[src/hw/rtl/bca_pkg.sv]
// Shared types and constants for the block chain allocator.
// No dependencies; imported by block_chain_allocator_top.
`timescale 1ns / 1ps

package bca_pkg;

    localparam int MAX_BLOCKS = 64;
    localparam int BLK_AW     = $clog2(MAX_BLOCKS);

    // Block header flags
    localparam logic [1:0] FLAG_FREE    = 2'h1;
    localparam logic [1:0] FLAG_CHAINED = 2'h2;
    localparam logic [1:0] FLAG_USED    = 2'h0;

    // Register map (index = paddr[2])
    localparam logic REG_BLOCK_BYTES = 1'b0;
    localparam logic REG_BLOCK_TOTAL = 1'b1;

    localparam logic [12:0] BLOCK_BYTES_RST = 13'd32;
    localparam logic [6:0]  BLOCK_TOTAL_RST = 7'd64;
    localparam logic [18:0] POOL_BYTES_MAX  = 19'h7FFFF;

    typedef enum logic [1:0] {
        MODE_ALLOC  = 2'd0,
        MODE_FREE   = 2'd1,
        MODE_REINIT = 2'd2,
        MODE_NOP    = 2'd3
    } t_mode;

    typedef enum logic [2:0] {
        ST_OK     = 3'd0,
        ST_SIZE   = 3'd1,
        ST_ROOM   = 3'd2,
        ST_HANDLE = 3'd3,
        ST_RANGE  = 3'd4
    } t_status;

    typedef enum logic [1:0] {
        S_IDLE,
        S_ALLOC,
        S_WALK,
        S_RETRACT
    } t_state;

endpackage

[src/hw/rtl/block_chain_allocator_top.sv]
// Block chain allocator: header memory, allocate / free / reinitialise sequencer.
// Depends on bca_pkg.
`timescale 1ns / 1ps
//
//  Channel    Signals                                         Handshake
//  --------   ---------------------------------------------   ---------------------------
//  command    start, i_mode, i_alloc_bytes, i_start_index,    taken when start && !busy
//             i_handle_ok
//  result     o_done, o_status, o_first_block,                o_done one cycle, no stall
//             o_pool_bytes, o_top_index
//  config     psel, penable, pwrite, paddr, pwdata, prdata,   APB write on access cycle
//             pready
//
//  Errors, reinitialise and the unused mode finish in the accept cycle, with the result
//  strobed on the next one. Allocate writes one header per block handed out (1..64); the
//  block count falls out of repeated subtraction of the block payload. Free walks the
//  chain block by block, then retracts trailing free blocks below top; the single read
//  port of the header memory, read one block ahead, sets the pace of both walks.
//  Reset clears header valid bits (blocks read free) and top; config gets reset values.
//  The receiver cannot stall; busy holds off new commands while allocate or free runs.

module block_chain_allocator_top
    import bca_pkg::*;
(
    input  logic        i_clk,
    input  logic        i_rst_n,
    // command
    input  logic        start,
    output logic        busy,
    input  logic [1:0]  i_mode,
    input  logic [19:0] i_alloc_bytes,
    input  logic [5:0]  i_start_index,
    input  logic        i_handle_ok,
    // result
    output logic        o_done,
    output logic [2:0]  o_status,
    output logic [5:0]  o_first_block,
    output logic [18:0] o_pool_bytes,
    output logic [6:0]  o_top_index,
    // configuration
    input  logic        psel,
    input  logic        penable,
    input  logic        pwrite,
    input  logic [2:0]  paddr,
    input  logic [31:0] pwdata,
    output logic [31:0] prdata,
    output logic        pready
);

    // ------------------------------------------------------------------
    // Configuration registers
    // ------------------------------------------------------------------
    logic [12:0] r_block_bytes;
    logic [6:0]  r_block_total;
    logic        cfg_wr;

    assign pready = 1'b1;
    assign cfg_wr = psel && penable && pwrite;

    always_ff @(posedge i_clk) begin
        if (!i_rst_n) begin
            r_block_bytes <= BLOCK_BYTES_RST;
            r_block_total <= BLOCK_TOTAL_RST;
        end else if (cfg_wr) begin
            if (paddr[2] == REG_BLOCK_BYTES) begin
                r_block_bytes <= pwdata[12:0];
            end else begin
                r_block_total <= pwdata[6:0];
            end
        end
    end

    always_comb begin
        if (paddr[2] == REG_BLOCK_TOTAL) begin
            prdata = {25'd0, r_block_total};
        end else begin
            prdata = {19'd0, r_block_bytes};
        end
    end

    // ------------------------------------------------------------------
    // Derived pool shape (read live)
    // ------------------------------------------------------------------
    logic [6:0]  n_blocks;      // min(block_total, MAX_BLOCKS)
    logic [6:0]  blocks_left;
    logic [12:0] pay_bytes;
    logic [19:0] room_bytes;
    logic [19:0] pool_prod;
    logic [18:0] pool_sat;

    assign n_blocks    = (r_block_total < 7'(MAX_BLOCKS)) ? r_block_total : 7'(MAX_BLOCKS);
    assign pay_bytes   = (r_block_bytes > 13'd1) ? (r_block_bytes - 13'd1) : 13'd0;
    assign pool_prod   = 20'(r_block_bytes) * 20'(n_blocks);
    assign pool_sat    = (pool_prod > 20'(POOL_BYTES_MAX)) ? POOL_BYTES_MAX : pool_prod[18:0];

    // ------------------------------------------------------------------
    // Sequencer state
    // ------------------------------------------------------------------
    t_state      r_state, n_state;
    logic [6:0]  r_top, n_top;
    logic [6:0]  r_ptr, n_ptr;
    logic [19:0] r_rem, n_rem;
    logic [12:0] r_pay, n_pay;
    logic [5:0]  r_first, n_first;

    // result register
    logic        r_done;
    t_status     r_status;
    logic [5:0]  r_first_out;
    logic [18:0] r_pool_out;
    logic [6:0]  r_top_out;

    // finish request from the sequencer
    logic        fin;
    t_status     fin_status;
    logic [5:0]  fin_first;
    logic [18:0] fin_pool;

    // header memory ports
    logic              wr_en;
    logic [BLK_AW-1:0] wr_addr;
    logic [1:0]        wr_data;
    logic [BLK_AW-1:0] rd_addr;
    logic [1:0]        r_rd_data;
    logic              r_rd_vld;
    logic              clr_valid;
    logic [1:0]        rd_flag;

    logic [1:0] r_mem [MAX_BLOCKS];
    logic [MAX_BLOCKS-1:0] r_valid;

    logic accept;
    logic last_blk;

    assign accept      = start && !busy;
    assign busy        = (r_state != S_IDLE);
    assign blocks_left = (r_top < n_blocks) ? (n_blocks - r_top) : 7'd0;
    assign room_bytes  = 20'(blocks_left) * 20'(pay_bytes);
    // entries never written since reset or reinitialise read as free
    assign rd_flag     = r_rd_vld ? r_rd_data : FLAG_FREE;
    assign last_blk    = (r_rem <= 20'(r_pay));

    // ------------------------------------------------------------------
    // Next state and datapath control
    // ------------------------------------------------------------------
    always_comb begin
        n_state    = r_state;
        n_top      = r_top;
        n_ptr      = r_ptr;
        n_rem      = r_rem;
        n_pay      = r_pay;
        n_first    = r_first;
        fin        = 1'b0;
        fin_status = ST_OK;
        fin_first  = 6'd0;
        fin_pool   = 19'd0;
        wr_en      = 1'b0;
        wr_addr    = r_ptr[BLK_AW-1:0];
        wr_data    = FLAG_FREE;
        rd_addr    = BLK_AW'(i_start_index);
        clr_valid  = 1'b0;

        case (r_state)
            S_IDLE: begin
                if (accept) begin
                    case (t_mode'(i_mode))
                        MODE_ALLOC: begin
                            if (i_alloc_bytes == 20'd0) begin
                                fin        = 1'b1;
                                fin_status = ST_SIZE;
                            end else if (i_alloc_bytes > room_bytes) begin
                                fin        = 1'b1;
                                fin_status = ST_ROOM;
                            end else begin
                                // hold the payload size so the block count stays bounded
                                n_rem   = i_alloc_bytes;
                                n_pay   = pay_bytes;
                                n_ptr   = r_top;
                                n_first = r_top[5:0];
                                n_state = S_ALLOC;
                            end
                        end
                        MODE_FREE: begin
                            if (!i_handle_ok) begin
                                fin        = 1'b1;
                                fin_status = ST_HANDLE;
                            end else if ({1'b0, i_start_index} >= n_blocks) begin
                                fin        = 1'b1;
                                fin_status = ST_RANGE;
                            end else begin
                                // first header read goes out with this accept
                                n_ptr   = {1'b0, i_start_index};
                                n_state = S_WALK;
                            end
                        end
                        MODE_REINIT: begin
                            fin = 1'b1;
                            if (r_block_bytes == 13'd0 || r_block_total == 7'd0) begin
                                fin_status = ST_RANGE;
                            end else begin
                                clr_valid = 1'b1;
                                n_top     = 7'd0;
                                fin_pool  = pool_sat;
                            end
                        end
                        default: begin
                            fin = 1'b1;
                        end
                    endcase
                end
            end

            S_ALLOC: begin
                // one block per cycle; the last one drops its chain flag
                wr_en   = 1'b1;
                wr_data = last_blk ? FLAG_USED : FLAG_CHAINED;
                if (last_blk) begin
                    n_top     = r_ptr + 7'd1;
                    fin       = 1'b1;
                    fin_first = r_first;
                    n_state   = S_IDLE;
                end else begin
                    n_rem = r_rem - 20'(r_pay);
                    n_ptr = r_ptr + 7'd1;
                end
            end

            S_WALK: begin
                // rd_flag belongs to r_ptr; read the next block ahead
                wr_en = 1'b1;
                if (rd_flag[1] && ((r_ptr + 7'd1) < n_blocks)) begin
                    n_ptr   = r_ptr + 7'd1;
                    rd_addr = BLK_AW'(r_ptr + 7'd1);
                end else if ((r_ptr + 7'd1) == r_top) begin
                    // the block just freed sits below top: drop it without a read
                    n_top   = r_top - 7'd1;
                    rd_addr = BLK_AW'(r_top - 7'd2);
                    if (n_top == 7'd0) begin
                        fin     = 1'b1;
                        n_state = S_IDLE;
                    end else begin
                        n_state = S_RETRACT;
                    end
                end else begin
                    fin     = 1'b1;
                    n_state = S_IDLE;
                end
            end

            S_RETRACT: begin
                // rd_flag belongs to r_top-1
                rd_addr = BLK_AW'(r_top - 7'd2);
                if (rd_flag[0]) begin
                    n_top = r_top - 7'd1;
                    if (n_top == 7'd0) begin
                        fin     = 1'b1;
                        n_state = S_IDLE;
                    end
                end else begin
                    fin     = 1'b1;
                    n_state = S_IDLE;
                end
            end

            default: begin
                n_state = S_IDLE;
            end
        endcase
    end

    // ------------------------------------------------------------------
    // Header memory: one write port, one registered read port
    // ------------------------------------------------------------------
    always_ff @(posedge i_clk) begin
        if (wr_en) begin
            r_mem[wr_addr] <= wr_data;
        end
        r_rd_data <= r_mem[rd_addr];
    end

    always_ff @(posedge i_clk) begin
        if (!i_rst_n) begin
            r_valid  <= '0;
            r_rd_vld <= 1'b0;
        end else begin
            r_rd_vld <= r_valid[rd_addr];
            if (clr_valid) begin
                r_valid <= '0;
            end else if (wr_en) begin
                r_valid[wr_addr] <= 1'b1;
            end
        end
    end

    // ------------------------------------------------------------------
    // Control and result registers
    // ------------------------------------------------------------------
    always_ff @(posedge i_clk) begin
        if (!i_rst_n) begin
            r_state <= S_IDLE;
            r_top   <= 7'd0;
            r_done  <= 1'b0;
        end else begin
            r_state <= n_state;
            r_top   <= n_top;
            r_done  <= fin;
        end
    end

    always_ff @(posedge i_clk) begin
        r_ptr   <= n_ptr;
        r_rem   <= n_rem;
        r_pay   <= n_pay;
        r_first <= n_first;
        if (fin) begin
            r_status    <= fin_status;
            r_first_out <= fin_first;
            r_pool_out  <= fin_pool;
            r_top_out   <= n_top;
        end
    end

    assign o_done        = r_done;
    assign o_status      = r_status;
    assign o_first_block = r_first_out;
    assign o_pool_bytes  = r_pool_out;
    assign o_top_index   = r_top_out;

`ifndef ASSERT_OFF
    a_top_bound: assert property (@(posedge i_clk) disable iff (!i_rst_n)
        r_top <= 7'(MAX_BLOCKS))
        else $error("top beyond pool");

    a_alloc_addr: assert property (@(posedge i_clk) disable iff (!i_rst_n)
        (r_state == S_ALLOC) |-> (r_ptr < 7'(MAX_BLOCKS)))
        else $error("allocate walked past the header memory");

    a_done_on_fall: assert property (@(posedge i_clk) disable iff (!i_rst_n)
        $fell(busy) |-> o_done)
        else $error("walk ended without a result");

    a_done_idle: assert property (@(posedge i_clk) disable iff (!i_rst_n)
        o_done |-> !busy)
        else $error("result strobed while still busy");
`endif

endmodule

[config.mk]
export PLATFORM = sky130hd
export DESIGN_NAME = block_chain_allocator_top
export DESIGN_NICKNAME = d
export VERILOG_FILES = /design/src/hw/rtl/bca_pkg.sv /design/src/hw/rtl/block_chain_allocator_top.sv
export SDC_FILE = /design/constraint.sdc
export NUM_CORES = 1
export LEC_CHECK = 0
export ABC_AREA = 1
export BUFFER_PORTS_ARGS = -buffer_cell sky130_fd_sc_hd__buf_2
export CELL_PAD_IN_SITES_DETAIL_PLACEMENT = 2
export CELL_PAD_IN_SITES_GLOBAL_PLACEMENT = 2
export CORE_MARGIN = 2
export CORE_UTILIZATION = 38
export DETAILED_ROUTE_END_ITERATION = 12
export PLACE_DENSITY_LB_ADDON = 0.2
export SLEW_MARGIN = 20
export SYNTH_ARGS = -nofsm -noshare
export SYNTH_HDL_FRONTEND = slang
export SYNTH_SLANG_ARGS = --single-unit
[constraint.sdc]
create_clock -name i_clk -period 11.4 [get_ports i_clk]
set_input_delay 1.71 -clock i_clk [delete_from_list [all_inputs] [get_ports i_clk]]
set_output_delay 1.71 -clock i_clk [all_outputs]
set_load 0.02 [all_outputs]
Yosys cells after proc, flatten, opt, wreduce, memory -nomap -nowiden
Memory sizes are Yosys's and may differ from the RTL's. A register that Yosys moved wholly into a read port is not among the register bits.
Cells that the tools add are included.
{ "word_totals": {"reg_bits": 176, "ram_bits": 128, "in_bits": 70, "word_cells": 166, "memories": 1} }
{ "op_classes": {"addsub": 6, "n_mul": 2, "order_cmp": 11, "eq_ne": 20, "muxes": 76, "bitwise_logic": 8, "n_reduce_logical": 27} }
{ "memory_table": {"columns": ["name", "words", "word_bits", "read_ports", "rd_clocked_by_memory_dff", "write_ports", "line", "text"], "rows": [
  ["r_mem", 64, 2, 1, 1, 1, "block_chain_allocator_top.sv:129", "logic [1:0] r_mem [MAX_BLOCKS];"]
]} }
{ "ops": {"columns": ["cell", "count"], "rows": [
  ["$mux W7", 16],
  ["$mux W20", 5],
  ["$or A64 B64 Y64", 1],
  ["$pmux W20 S2", 1],
  ["$mux W2", 16],
  ["$pmux W7 S4", 1],
  ["$mux W13", 2],
  ["$pmux W7 S3", 1],
  ["$gt A20 B19 Y1 const B", 1],
  ["$gt A20 B20 Y1", 1],
  ["$le A20 B13 Y1", 1],
  ["$logic_not A20 Y1", 1],
  ["$mul A13 B7 Y20", 1],
  ["$mul A7 B13 Y20", 1],
  ["$sub A20 B13 Y20", 1],
  ["$mux W1", 19],
  ["$mux W19", 1],
  ["$reduce_and A9 Y1", 2],
  ["$ne A3 B3 Y1 const B", 5],
  ["$logic_not A7 Y1", 2],
  ["$lt A6 B7 Y1 const B", 2],
  ["$lt A7 B7 Y1", 2],
  ["$ne A2 B2 Y1 const B", 7],
  ["$pmux W7 S2", 1],
  ["other kinds (37)", 59]
]} }

Longest topological paths before layout
Gate-level depths: netlist (run 1).
{ "logic_depth": {"ltp_word": 11, "mapped_depth": 58} }

Worst setup path after synthesis (run 1)
Ideal clock, no wire load.
{ "synth_timing": {"path_kind": "reg-to-reg", "from": "reg r_block_total[6]", "to": "reg r_rem[0] (enable)", "setup_ns": 0.404, "t_arrival_ns": 8.993, "path_slack_ns": 2.003, "path_stages_with_launch": 51, "synth_period_minus_slack_ns": 9.397, "cell_sequence": "dfxtp_1 -> clkbuf_1 -> nor2_1 -> clkbuf_1 -> ha_1 -> inv_1 -> nor2_1 -> nor2_1 -> nor2_1 -> nor2_1 -> nor2_1 -> nor2_1 -> nor2_1 -> nor2_1 -> o21bai_1 -> nand2_1 -> nor3_1 -> inv_1 -> [... 15 more ...] -> o21ai_0 -> a21boi_0 -> o21ai_0 -> nand2_1 -> nand2_1 -> a21oi_1 -> xor2_1 -> ha_1 -> nand2_1 -> inv_1 -> nand3_1 -> nor4_1 -> nand4_1 -> nand2_1 -> inv_1 -> nor2_1 -> nand2_1 -> a21oi_1"} }
{ "synth_via": {"elab_chain_len": 8, "word_cells_on_any_way": 9} }
{ "synth_rtl": {"columns": ["item", "line", "text"], "rows": [
  ["start: declaration", "block_chain_allocator_top.sv:54", "logic [6:0] r_block_total;"],
  ["start signal: assignment", "block_chain_allocator_top.sv:68", "r_block_total <= pwdata[6:0];"],
  ["$lt A7 B7 Y1", "block_chain_allocator_top.sv:91", "assign n_blocks = (r_block_total < 7'(MAX_BLOCKS)) ? r_block_total : 7'(MAX_BLOCKS);"],
  ["$mux W7 (*)", "block_chain_allocator_top.sv:91", null],
  ["$sub A7 B7 Y7 or $lt A7 B7 Y1 (tied branches)", "block_chain_allocator_top.sv:137", "assign blocks_left = (r_top < n_blocks) ? (n_blocks - r_top) : 7'd0;"],
  ["$mux W7 (*)", "block_chain_allocator_top.sv:137", null],
  ["$mul A7 B13 Y20 (*)", "block_chain_allocator_top.sv:138", "assign room_bytes = 20'(blocks_left) * 20'(pay_bytes);"],
  ["$gt A20 B20 Y1 (*)", "block_chain_allocator_top.sv:171", "end else if (i_alloc_bytes > room_bytes) begin"],
  ["$ne A2 B2 Y1 (no line) (*)", null, null],
  ["$reduce_and A6 Y1 (no line) (*)", null, null],
  ["end signal: assignment", "block_chain_allocator_top.sv:312", "r_rem <= n_rem;"],
  ["end: declaration", "block_chain_allocator_top.sv:102", "logic [19:0] r_rem, n_rem;"]
]} }
Mark *: on every way between the ends. The rest lies on a longest branch, timed or not.
A chain may end at the register's enable or synchronous reset.

Worst setup path in the final report (run 1)
{ "layout_timing": {"from": "reg r_block_total[6]", "to": "reg r_pool_out[11], in the netlist o_pool_bytes[11] (enable)"} }
{ "layout_via": {"elab_chain_len": 11, "word_cells_on_any_way": 18} }
{ "layout_rtl": {"columns": ["item", "line", "text"], "rows": [
  ["$lt A7 B7 Y1", "block_chain_allocator_top.sv:91", null],
  ["$mux W7 (*)", "block_chain_allocator_top.sv:91", null],
  ["$sub A7 B7 Y7 or $lt A7 B7 Y1 (tied branches)", "block_chain_allocator_top.sv:137", null],
  ["$mux W7", "block_chain_allocator_top.sv:137", null],
  ["$mul A7 B13 Y20", "block_chain_allocator_top.sv:138", null],
  ["$gt A20 B20 Y1", "block_chain_allocator_top.sv:171", null],
  ["$mux W1", "block_chain_allocator_top.sv:171", null],
  ["$mux W1", "block_chain_allocator_top.sv:168", "if (i_alloc_bytes == 20'd0) begin"],
  ["$pmux W1 S2", "block_chain_allocator_top.sv:166", "case (t_mode'(i_mode))"],
  ["$mux W1", "block_chain_allocator_top.sv:165", "if (accept) begin"],
  ["$pmux W1 S4 (*)", "block_chain_allocator_top.sv:163", "case (r_state)"],
  ["net fin", "block_chain_allocator_top.sv:114", "logic fin;"],
  ["end signal: assignment", "block_chain_allocator_top.sv:318", "r_pool_out <= fin_pool;"],
  ["end: declaration", "block_chain_allocator_top.sv:110", "logic [18:0] r_pool_out;"]
]} }
Mark *: on every way through the listed nets, which the timed path passes. The rest lies on a longest branch.

==> results of run 1 <==
-- sequential cells by signal, summed over array words and instances, names as in the netlist, 7 cells and up --
| register | count |
|---|---|
| r_mem | 128 |
| r_valid | 64 |
| r_rem | 20 |
| o_pool_bytes | 19 |
| r_block_bytes | 13 |
| r_pay | 13 |
| o_top_index | 7 |
| r_block_total | 7 |
| r_ptr | 7 |
| r_top | 7 |
-- worst max path at each step --
stage	end	depth (start not counted)	start	slack [ps]
CTS	o_pool_bytes[14]$_SDFFCE_PP0P_	57	r_block_total[0]$_SDFFE_PN0P_	380
floorplan	r_rem[0]$_DFFE_PP_	50	r_block_total[6]$_SDFFE_PN1P_	2000
detailed placement	o_pool_bytes[17]$_SDFFCE_PP0P_	57	r_block_total[0]$_SDFFE_PN0P_	420
global route	o_pool_bytes[13]$_SDFFCE_PP0P_	55	r_block_total[6]$_SDFFE_PN1P_	-30
global placement	o_pool_bytes[17]$_SDFFCE_PP0P_	55	r_block_total[0]$_SDFFE_PN0P_	970
finish	o_pool_bytes[11]$_SDFFCE_PP0P_	55	r_block_total[6]$_SDFFE_PN1P_	930
-- cells in the final DEF, fill, tap and decap left out, types with 4 or more instances in the layout --
cell	n
a21boi_0	4
a21oi_1	106
a31oi_1	7
buf_2	98
buf_4	27
clkbuf_1	12
clkbuf_16	38
clkinv_1	9
clkinv_2	5
conb_1	20
dfxtp_1	97
edfxtp_1	209
fa_1	110
ha_1	142
inv_1	400
inv_2	6
nand2_1	376
nand3_1	158
nand3b_1	25
nand4_1	18
nor2_1	468
nor3_1	15
nor4_1	10
o211ai_1	44
o21ai_0	152
o221ai_1	5
o31ai_1	6
or2_0	12
or2_1	11
or2_2	5
xnor2_1	15
xor2_1	44
-- metal layers --
layer	vias to the layer above	global-route usage
met5	-	0
met4	4	0.07965
met3	116	0.03552
met2	267	0.4702
met1	9247	0.2929
li1	8499	-
-- stage by stage --
step                hold WS, ps  cell area (um^2)    util  std cells
finish                    475.6             23780  0.4242       3452
global route              507.8             23780  0.4242       3452
CTS                       480.0             23760  0.4239       3451
detailed placement        466.7             22600  0.4032       3384
global placement          452.9             22600  0.4032       3384
floorplan                 406.4             21520       -       2614
-- layout make-up --
class | count | area [um^2] | share of cell area
clock buffers | 51 | 1010 | 0.04246
diodes | 1 | 2.502 | 0.0001052
inverters | 409 | 1535 | 0.06456
well taps | 756 | 945.9 | 0.03978
flip-flops and latches | 306 | 8218 | 0.3456
clock inverters | 16 | 151.4 | 0.006366
repair buffers | 126 | 713.2 | 0.02999
multi-input cells | 1787 | 11200 | 0.4712
-- what timing repair did --
item,CTS,global route
resized for setup,0,4
endpoints found under the setup margin,0,83
buffers inserted,0,0
-- power by group --
| group | switching (mW) | internal [mW] | total [mW] | leakage (nW) |
|---|---|---|---|---|
| clock network | 0.495 | 0.669 | 1.16 | 0.564 |
| registers | 0.0701 | 1.37 | 1.44 | 2.70 |
| logic | 1.94 | 0.886 | 2.83 | 7.38 |
| total | 2.51 | 2.93 | 5.44 | 10.6 |
-- worst reg2reg max path: cells and delay by family, from the launching register on --
family                     cells  cell delay, ps
and+or+nand+nor               24            3090
adders and majority gates      7            3080
AOI/OAI and AO/OA             11            1870
buffers and inverters         12            1640
DFF                            1             350
xor gates and xnor gates       1             100
-- cell families (layout without fill, tap and decap cells) --
| family | after synthesis | after routing | share of synthesized area |
|---|---|---|---|
| XOR/XNOR | 59 | 59 | 0.02409 |
| AO/OA/AOI/OAI | 345 | 345 | 0.09088 |
| AND/OR/NAND/NOR | 1111 | 1111 | 0.2173 |
| other | 2 | 21 | 0.0003501 |
| buffers and inverters | 521 | 602 | 0.09870 |
| adder cells (fa/ha/maj) | 252 | 252 | 0.1855 |
| flip-flops | 306 | 306 | 0.3831 |
==> results.cfg, run 1 <==
[clocking]
cts_buffer_depth = 3
clock-sinks = 306
cts_tree = done
cts_buffers = 37
cts_max_level = 2
clockRootBuffer = clkbuf_16
clock_latency_ps = 570
ctsHoldBuffers = 0
clk_pin_slew_worst_paths_ps = 60

[routing]
route.met3.wl_um = 2414
ant_nets = 0
top_layer = met5
routed_via_density = 5.253
wl_per_cell_um = 21.13
routed-wl-met2_um = 38070
wl_um = 72930
met1_length_um = 30270
drc_errors = 0
num_vias = 18130
drtIter0Drc = 743
drt_pass1_iterations = 5

[floorplan]
core_area_um2 = 56060
die_height_um = 241.6
pin_count = 140
start_util = 0.3826
die_area_um2 = 58360
num_rows = 87
die_w_um = 241.6

[finish]
drive_gt1_frac = 0.07458
syn_to_final_growth_pct = 10.87
fin_nets = 2989
num-fill-cells = 6299

[timing]
maxSlewViolCount = 0
fin_ws_ps = 929.1
fin_tns_setup_ps = 0
setup_viol = 0
final_hold_viol_count = 0
fin_crit_sh = 0.9185
tightest_slew_ps = 1029
fin_skew_ps = 18.54
slew_headroom = 0.3133
finalCriticalPeriod_ps = 10470
max_freq_mhz = 95.50

[worst_setup_path]
critPathKind = reg -> reg
rrSetupSlack_ps = 930
required_ps = 11650
arrival_ps = 10720
end_kind = flip-flop
crit_family = simple AND/OR/NAND/NOR gates
startpoint_type = flip-flop
reg2reg_to = o_pool_bytes[11]$_SDFFCE_PP0P_
cp_common_cell = nand2_1
cp_num_buf_inv = 12
max_stage_delay_ps = 540
r2r_start = r_block_total[6]$_SDFFE_PN1P_
crit_path_top_delay_cell = fa_1
crit_fanout = 32
reg2reg_depth = 55

[synthesis]
async_reset_ff_frac = 0
ys_warn_count = 0
syn_area_um2 = 21450
synth_top_area_share = 0.2926
synth_most_common_cell = nor2_1
ys_ff_latch = 306
syn_avg_cell_area_um2 = 8.262
synth_flop_cell = edfxtp_1
ys_seq_area_frac = 0.3831
synth_area_leader_cell = edfxtp_1
synth_edf_count = 209
synthTopCellsByArea = edfxtp_1, fa_1, dfxtp_1
ys_types = 50
synth_common_cells = nor2_1, inv_1, nand2_1
synth_cells = 2596

[global_routing]
antenna_found_initial = 4
track_usage = 0.2509
overflow = 0
grt_pass1_vias = 20550
grt_pass1_wl_um = 115200
grt_max_degree = 101

[hold_path]
hold_depth = 2
hold_path_class = reg -> reg
worstHoldEndpoint = r_valid[13]$_SDFFE_PP0P_
min-delay-start = r_valid[13]$_SDFFE_PP0P_

[placement]
dp_hpwl_um = 53810
io_buffers = 98
place.gp.congestion = 0.8738
pre_cts_slack_ps = 418.5

[status]
outcome = complete, no violations

[power_and_ir_drop]
ir_drop_mv = 0.1319
p_leak_nw = 10.64
powerDensity_nw_per_um2 = 228.6
p_total_mw = 5.435

[flow_run]
cap_violations = 0
Power figures use the tool's default switching activity.
==> run 2: changes to the inputs <==
- CELL_PAD_IN_SITES_DETAIL_PLACEMENT: 2 -> default
- CELL_PAD_IN_SITES_GLOBAL_PLACEMENT: 2 -> default
- CORE_UTILIZATION: 38 -> 50
- clock period: 11.4 -> 12.9 ns (I/O delays scaled with it)
==> run 2 against run 1 <==
Design area fell by 1.6%. Clock power fell by 9%. Die area fell by 24%. Critical path depth fell by 11. Maximum frequency fell by 6.9%. Count of clock-buffer cells in the layout fell by 6. Sequential share of layout area rose by 0.55 points. Worst setup slack improved by 730 ps. Hold slack got worse by 1.3 ps. First-iteration DRC count rose by 63%. Sequential power fell by 11%. Register-to-register slack improved by 730 ps. Largest power group unchanged. Highest routed layer unchanged.
==> results.cfg, run 2 (synthesis gave the netlist of run 1 again) <==
[placement]
dp_hpwl_um = 40530
io_buffers = 98
place.gp.congestion = 0.9133
pre_cts_slack_ps = 1732

[hold_path]
hold_path_class = reg -> reg
min-delay-start = r_valid[59]$_SDFFE_PP0P_
worstHoldEndpoint = r_valid[59]$_SDFFE_PP0P_
hold_depth = 2

[finish]
top_regs = r_mem: 128 flops, r_valid: 64 flops, r_rem: 20 flops
post-route-util = 0.5556
drive_gt1_frac = 0.06911
final_cell_mix = nor2_1, inv_1, nand2_1
n_antenna_cell = 0
fin_nets = 2973
syn_to_final_growth_pct = 9.135
largest-register = r_mem
largest_reg_flops = 128
final_common_cell = nor2_1

[timing]
tightest_slew_ps = 1081
fin_crit_sh = 0.8717
final_hold_viol_count = 0
rsz0062_at_grt = no
setup_viol = 0
fin_ws_ps = 1655
slew_headroom = 0.2769
fin_skew_ps = 21.92
maxSlewViolCount = 0
finalCriticalPeriod_ps = 11250
fin_tns_setup_ps = 0
max_freq_mhz = 88.93

[floorplan]
die_height_um = 211.1
die_w_um = 211.1
pin_count = 140
num_rows = 75
core_area_um2 = 42130
start_util = 0.5091
die_area_um2 = 44570

[power_and_ir_drop]
ir_drop_mv = 0.1203
p_leak_nw = 10.58
p_total_mw = 4.622
powerDensity_nw_per_um2 = 197.5

[clocking]
ctsHoldBuffers = 0
cts_buffers = 36
clock_latency_ps = 560
cts_tree = done
clock-sinks = 306
cts_max_level = 2
post_cts_buffers = 0
clockRootBuffer = clkbuf_16
post_cts_resized = 0
clk_pin_slew_worst_paths_ps = 60
cts_buffer_depth = 3

[global_routing]
overflow = 0
grt_pass1_wl_um = 89570
grt_pass1_vias = 17390
track_usage = 0.2564
antenna_found_initial = 2
grt_max_degree = 102

[worst_setup_path]
reg2reg_depth = 44
crit_family = simple AND/OR/NAND/NOR gates
required_ps = 12980
critPathKind = reg -> reg
crit_path_top_delay_cell = nor2_1
max_stage_delay_ps = 820
reg2reg_to = o_top_index[5]$_DFFE_PP_
rrSetupSlack_ps = 1650
crit_fanout = 35
startpoint_type = flip-flop
cp_common_cell = nand2_1
end_kind = flip-flop
arrival_ps = 11330
r2r_start = r_block_total[6]$_SDFFE_PN1P_
cp_num_buf_inv = 7

[routing]
drc_errors = 0
wl_per_cell_um = 17.50
ant_nets = 0
routed_via_density = 5.459
wl_um = 56280
num_vias = 17560
drt_pass1_iterations = 6
drtIter0Drc = 1211

[flow_run]
cap_violations = 0

[status]
outcome = complete, no violations
run 2: changes by cell type in the layout (fill, tap and decap cells not counted), sizes merged, moves of 2 or more:
cell and change:
clkinv -3, bufinv +3, inv +2, buf -15
clkbuf -6
run 2: how the worst max path moves through the flow:
stage,start,end,slack [ps],cells after the start
after floorplan,r_block_total[6]$_SDFFE_PN1P_,r_rem[0]$_DFFE_PP_,3500,50
after global placement,r_block_total[6]$_SDFFE_PN1P_,o_pool_bytes[16]$_SDFFCE_PP0P_,1930,45
after detailed placement,r_block_total[6]$_SDFFE_PN1P_,o_pool_bytes[17]$_SDFFCE_PP0P_,1730,44
after CTS,r_block_total[6]$_SDFFE_PN1P_,o_top_index[5]$_DFFE_PP_,1710,44
after global routing,r_block_total[6]$_SDFFE_PN1P_,o_top_index[6]$_DFFE_PP_,780,45
final,r_block_total[6]$_SDFFE_PN1P_,o_top_index[5]$_DFFE_PP_,1650,44
run 2: per-layer routing:
| layer | global-route usage | part of all wire |
|---|---|---|
| met1 | 0.3118 | 0.41 |
| met2 | 0.4564 | 0.50 |
| met3 | 0.04282 | 0.059 |
| met4 | 0.09422 | 0.034 |
| met5 | 0 | 0.00053 |
run 2: power by group:
| part | switching (mW) | total (mW) | internal, mW |
|---|---|---|---|
| Combinational | 1.55 | 2.30 | 0.750 |
| Sequential | 0.0618 | 1.28 | 1.21 |
| Clock | 0.424 | 1.05 | 0.626 |
run 2: worst min-delay path: stages, from the launching register on:
cell	delay [ps]
dfxtp_1	320
nor2_1	50
nor2_1	80
run 2: per-stage QoR:
| stage | hold slack, ps | instances | cell area, um^2 |
|---|---|---|---|
| 2_1_floorplan | 406.4 | 2614 | 21520 |
| 3_3_place_gp | 454.4 | 3152 | 22210 |
| 3_5_place_dp | 463.9 | 3152 | 22210 |
| 4_1_cts | 478.1 | 3216 | 23410 |
| 5_1_grt | 503.0 | 3216 | 23410 |
| 6_report | 474.3 | 3216 | 23410 |
run 2: area by class of cell:
type / instances / area [um^2]
clock buffers: 45 / 944.7
inverters: 409 / 1535
fillers: 3901 / 18730
repair buffers: 111 / 588.1
flip-flops and latches: 306 / 8218
clock inverters: 19 / 255.2
multi-input cells: 1787 / 11190
well taps: 539 / 674.4
==> run 3: changes to the inputs <==
- HOLD_SLACK_MARGIN: default -> 0.06
- MAX_ROUTING_LAYER: default -> met4
==> run 3 against run 2 <==
Final cell count about the same. Maximum frequency increased by 1.3%. Combinational power about the same. Total power decreased by 1.0%. Register-to-register slack improved by 150 ps. Non-clock buffer count increased by 1. First-iteration DRC count increased by 4.4%. Via count decreased by 0.36%. Sequential share of layout area about the same. Flip-flop and latch count unchanged. Utilization decreased by 0.074 points. Clock power decreased by 4%.
==> results.cfg, run 3 (synthesis gave the netlist of run 1 again) <==
[worst_setup_path]
critPathKind = reg -> reg
crit_family = simple AND/OR/NAND/NOR gates
cp_num_buf_inv = 7
cp_common_cell = nand2_1
required_ps = 12980
startpoint_type = flip-flop
crit_path_top_delay_cell = nor2_1
end_kind = flip-flop
path_depth = 44
reg2reg_depth = 44
max_stage_delay_ps = 810
arrival_ps = 11180
crit_fanout = 35

[clocking]
cts_buffers = 36
cts_buffer_depth = 3
clock-sinks = 306
clockRootBuffer = clkbuf_16
clk_pin_slew_worst_paths_ps = 60
clock_latency_ps = 550
cts_tree = done
cts_max_level = 2
post_cts_buffers = 0
ctsHoldBuffers = 0
post_cts_resized = 0

[floorplan]
die_w_um = 211.1
pin_count = 140
die_height_um = 211.1
start_util = 0.5091
num_rows = 75
die_area_um2 = 44570
core_area_um2 = 42130

[routing]
drtIter0Drc = 1264
num_vias = 17490
routed_via_density = 5.434
ant_nets = 0
drc_errors = 0
drt_pass1_iterations = 5
wl_per_cell_um = 17.50
wl_um = 56320

[timing]
slew_headroom = 0.3398
setup_viol = 0
whs_ps = 473.8
maxSlewViolCount = 0
final_hold_viol_count = 0
finalCriticalPeriod_ps = 11100
max_freq_mhz = 90.10
fin_tns_setup_ps = 0
tightest_slew_ps = 990.4
fin_ws_ps = 1801
fin_crit_sh = 0.8604
rsz0062_at_grt = no
fin_skew_ps = 8.835

[finish]
largest_reg_flops = 128
fin_nets = 2974
syn_to_final_growth_pct = 8.989
design_area_um2 = 23380
drive_gt1_frac = 0.07058
top_regs = r_mem: 128 flops, r_valid: 64 flops, r_rem: 20 flops
num-fill-cells = 3968
largest-register = r_mem
final_common_cell = nor2_1
final_cell_mix = nor2_1, inv_1, nand2_1

[global_routing]
antenna_found_initial = 3
grt_max_degree = 101
grt_pass1_vias = 17510
grt_pass1_wl_um = 90410
overflow = 0
track_usage = 0.2665

[placement]
place.gp.congestion = 0.9374
pre_cts_slack_ps = 1750
place_area_um2 = 22220
dp_hpwl_um = 40860
io_buffers = 98

[power_and_ir_drop]
p_total_mw = 4.574
p_leak_nw = 10.57
powerDensity_nw_per_um2 = 195.7
ir_drop_mv = 0.1320

[status]
outcome = complete, no violations

[hold_path]
hold_depth = 2
hold_path_class = reg -> reg

[flow_run]
cap_violations = 0
-- run 3: cell types whose count changed in the layout (fill, tap and decap cells not counted), sizes merged --
| cell | change |
|---|---|
| bufinv | -2 |
| clkbuf | +2 |
| diode | +2 |
| buf | +1 |
| clkinvlp | +1 |
| inv | -1 |
-- run 3: area by class of cell --
cell class / count / area, um^2 / area share
clock buffers: 47 / 972.2 / 0.04159
well taps: 539 / 674.4 / 0.02885
diodes: 2 / 5.005 / 0.0002141
multi-input cells: 1787 / 11190 / 0.4788
flip-flops and latches: 306 / 8218 / 0.3515
clock inverters: 17 / 183.9 / 0.007868
repair buffers: 112 / 595.6 / 0.02548
inverters: 409 / 1535 / 0.06567
-- run 3: path summary, 6_finish.rpt --
kind                                               startpoint                        endpoint  slack, ps
worst max register to register  r_block_total[6]$_SDFFE_PN1P_  o_pool_bytes[15]$_SDFFCE_PP0P_       1800
worst min register to register        r_valid[1]$_SDFFE_PP0P_         r_valid[1]$_SDFFE_PP0P_        470
worst min-delay path                  r_valid[1]$_SDFFE_PP0P_         r_valid[1]$_SDFFE_PP0P_        470
worst max-delay path            r_block_total[6]$_SDFFE_PN1P_  o_pool_bytes[15]$_SDFFCE_PP0P_       1800
-- run 3: per-stage QoR --
step / util / std cells
finish: 0.5548 / 3219
global route: 0.5548 / 3219
CTS: 0.5547 / 3217
detailed placement: 0.5273 / 3153
global placement: 0.5273 / 3153
floorplan: - / 2614
-- run 3: report_power, final --
group | internal, mW | leakage [nW] | total (mW) | switching, mW
Combinational | 0.745 | 7.31 | 2.29 | 1.55
Clock | 0.595 | 0.560 | 1.01 | 0.415
Sequential | 1.21 | 2.70 | 1.27 | 0.0581
-- run 3: layer usage --
layer,global-route usage,part of all wire
met1,0.3203,0.41
met5,-,0
met3,0.03657,0.059
met2,0.4456,0.49
met4,0.1241,0.044
-- run 3: tightest hold or removal path, cell delays in order (launching register included) --
cell	delay (ps)
dfxtp_1	310
nor2_1	40
nor2_1	80
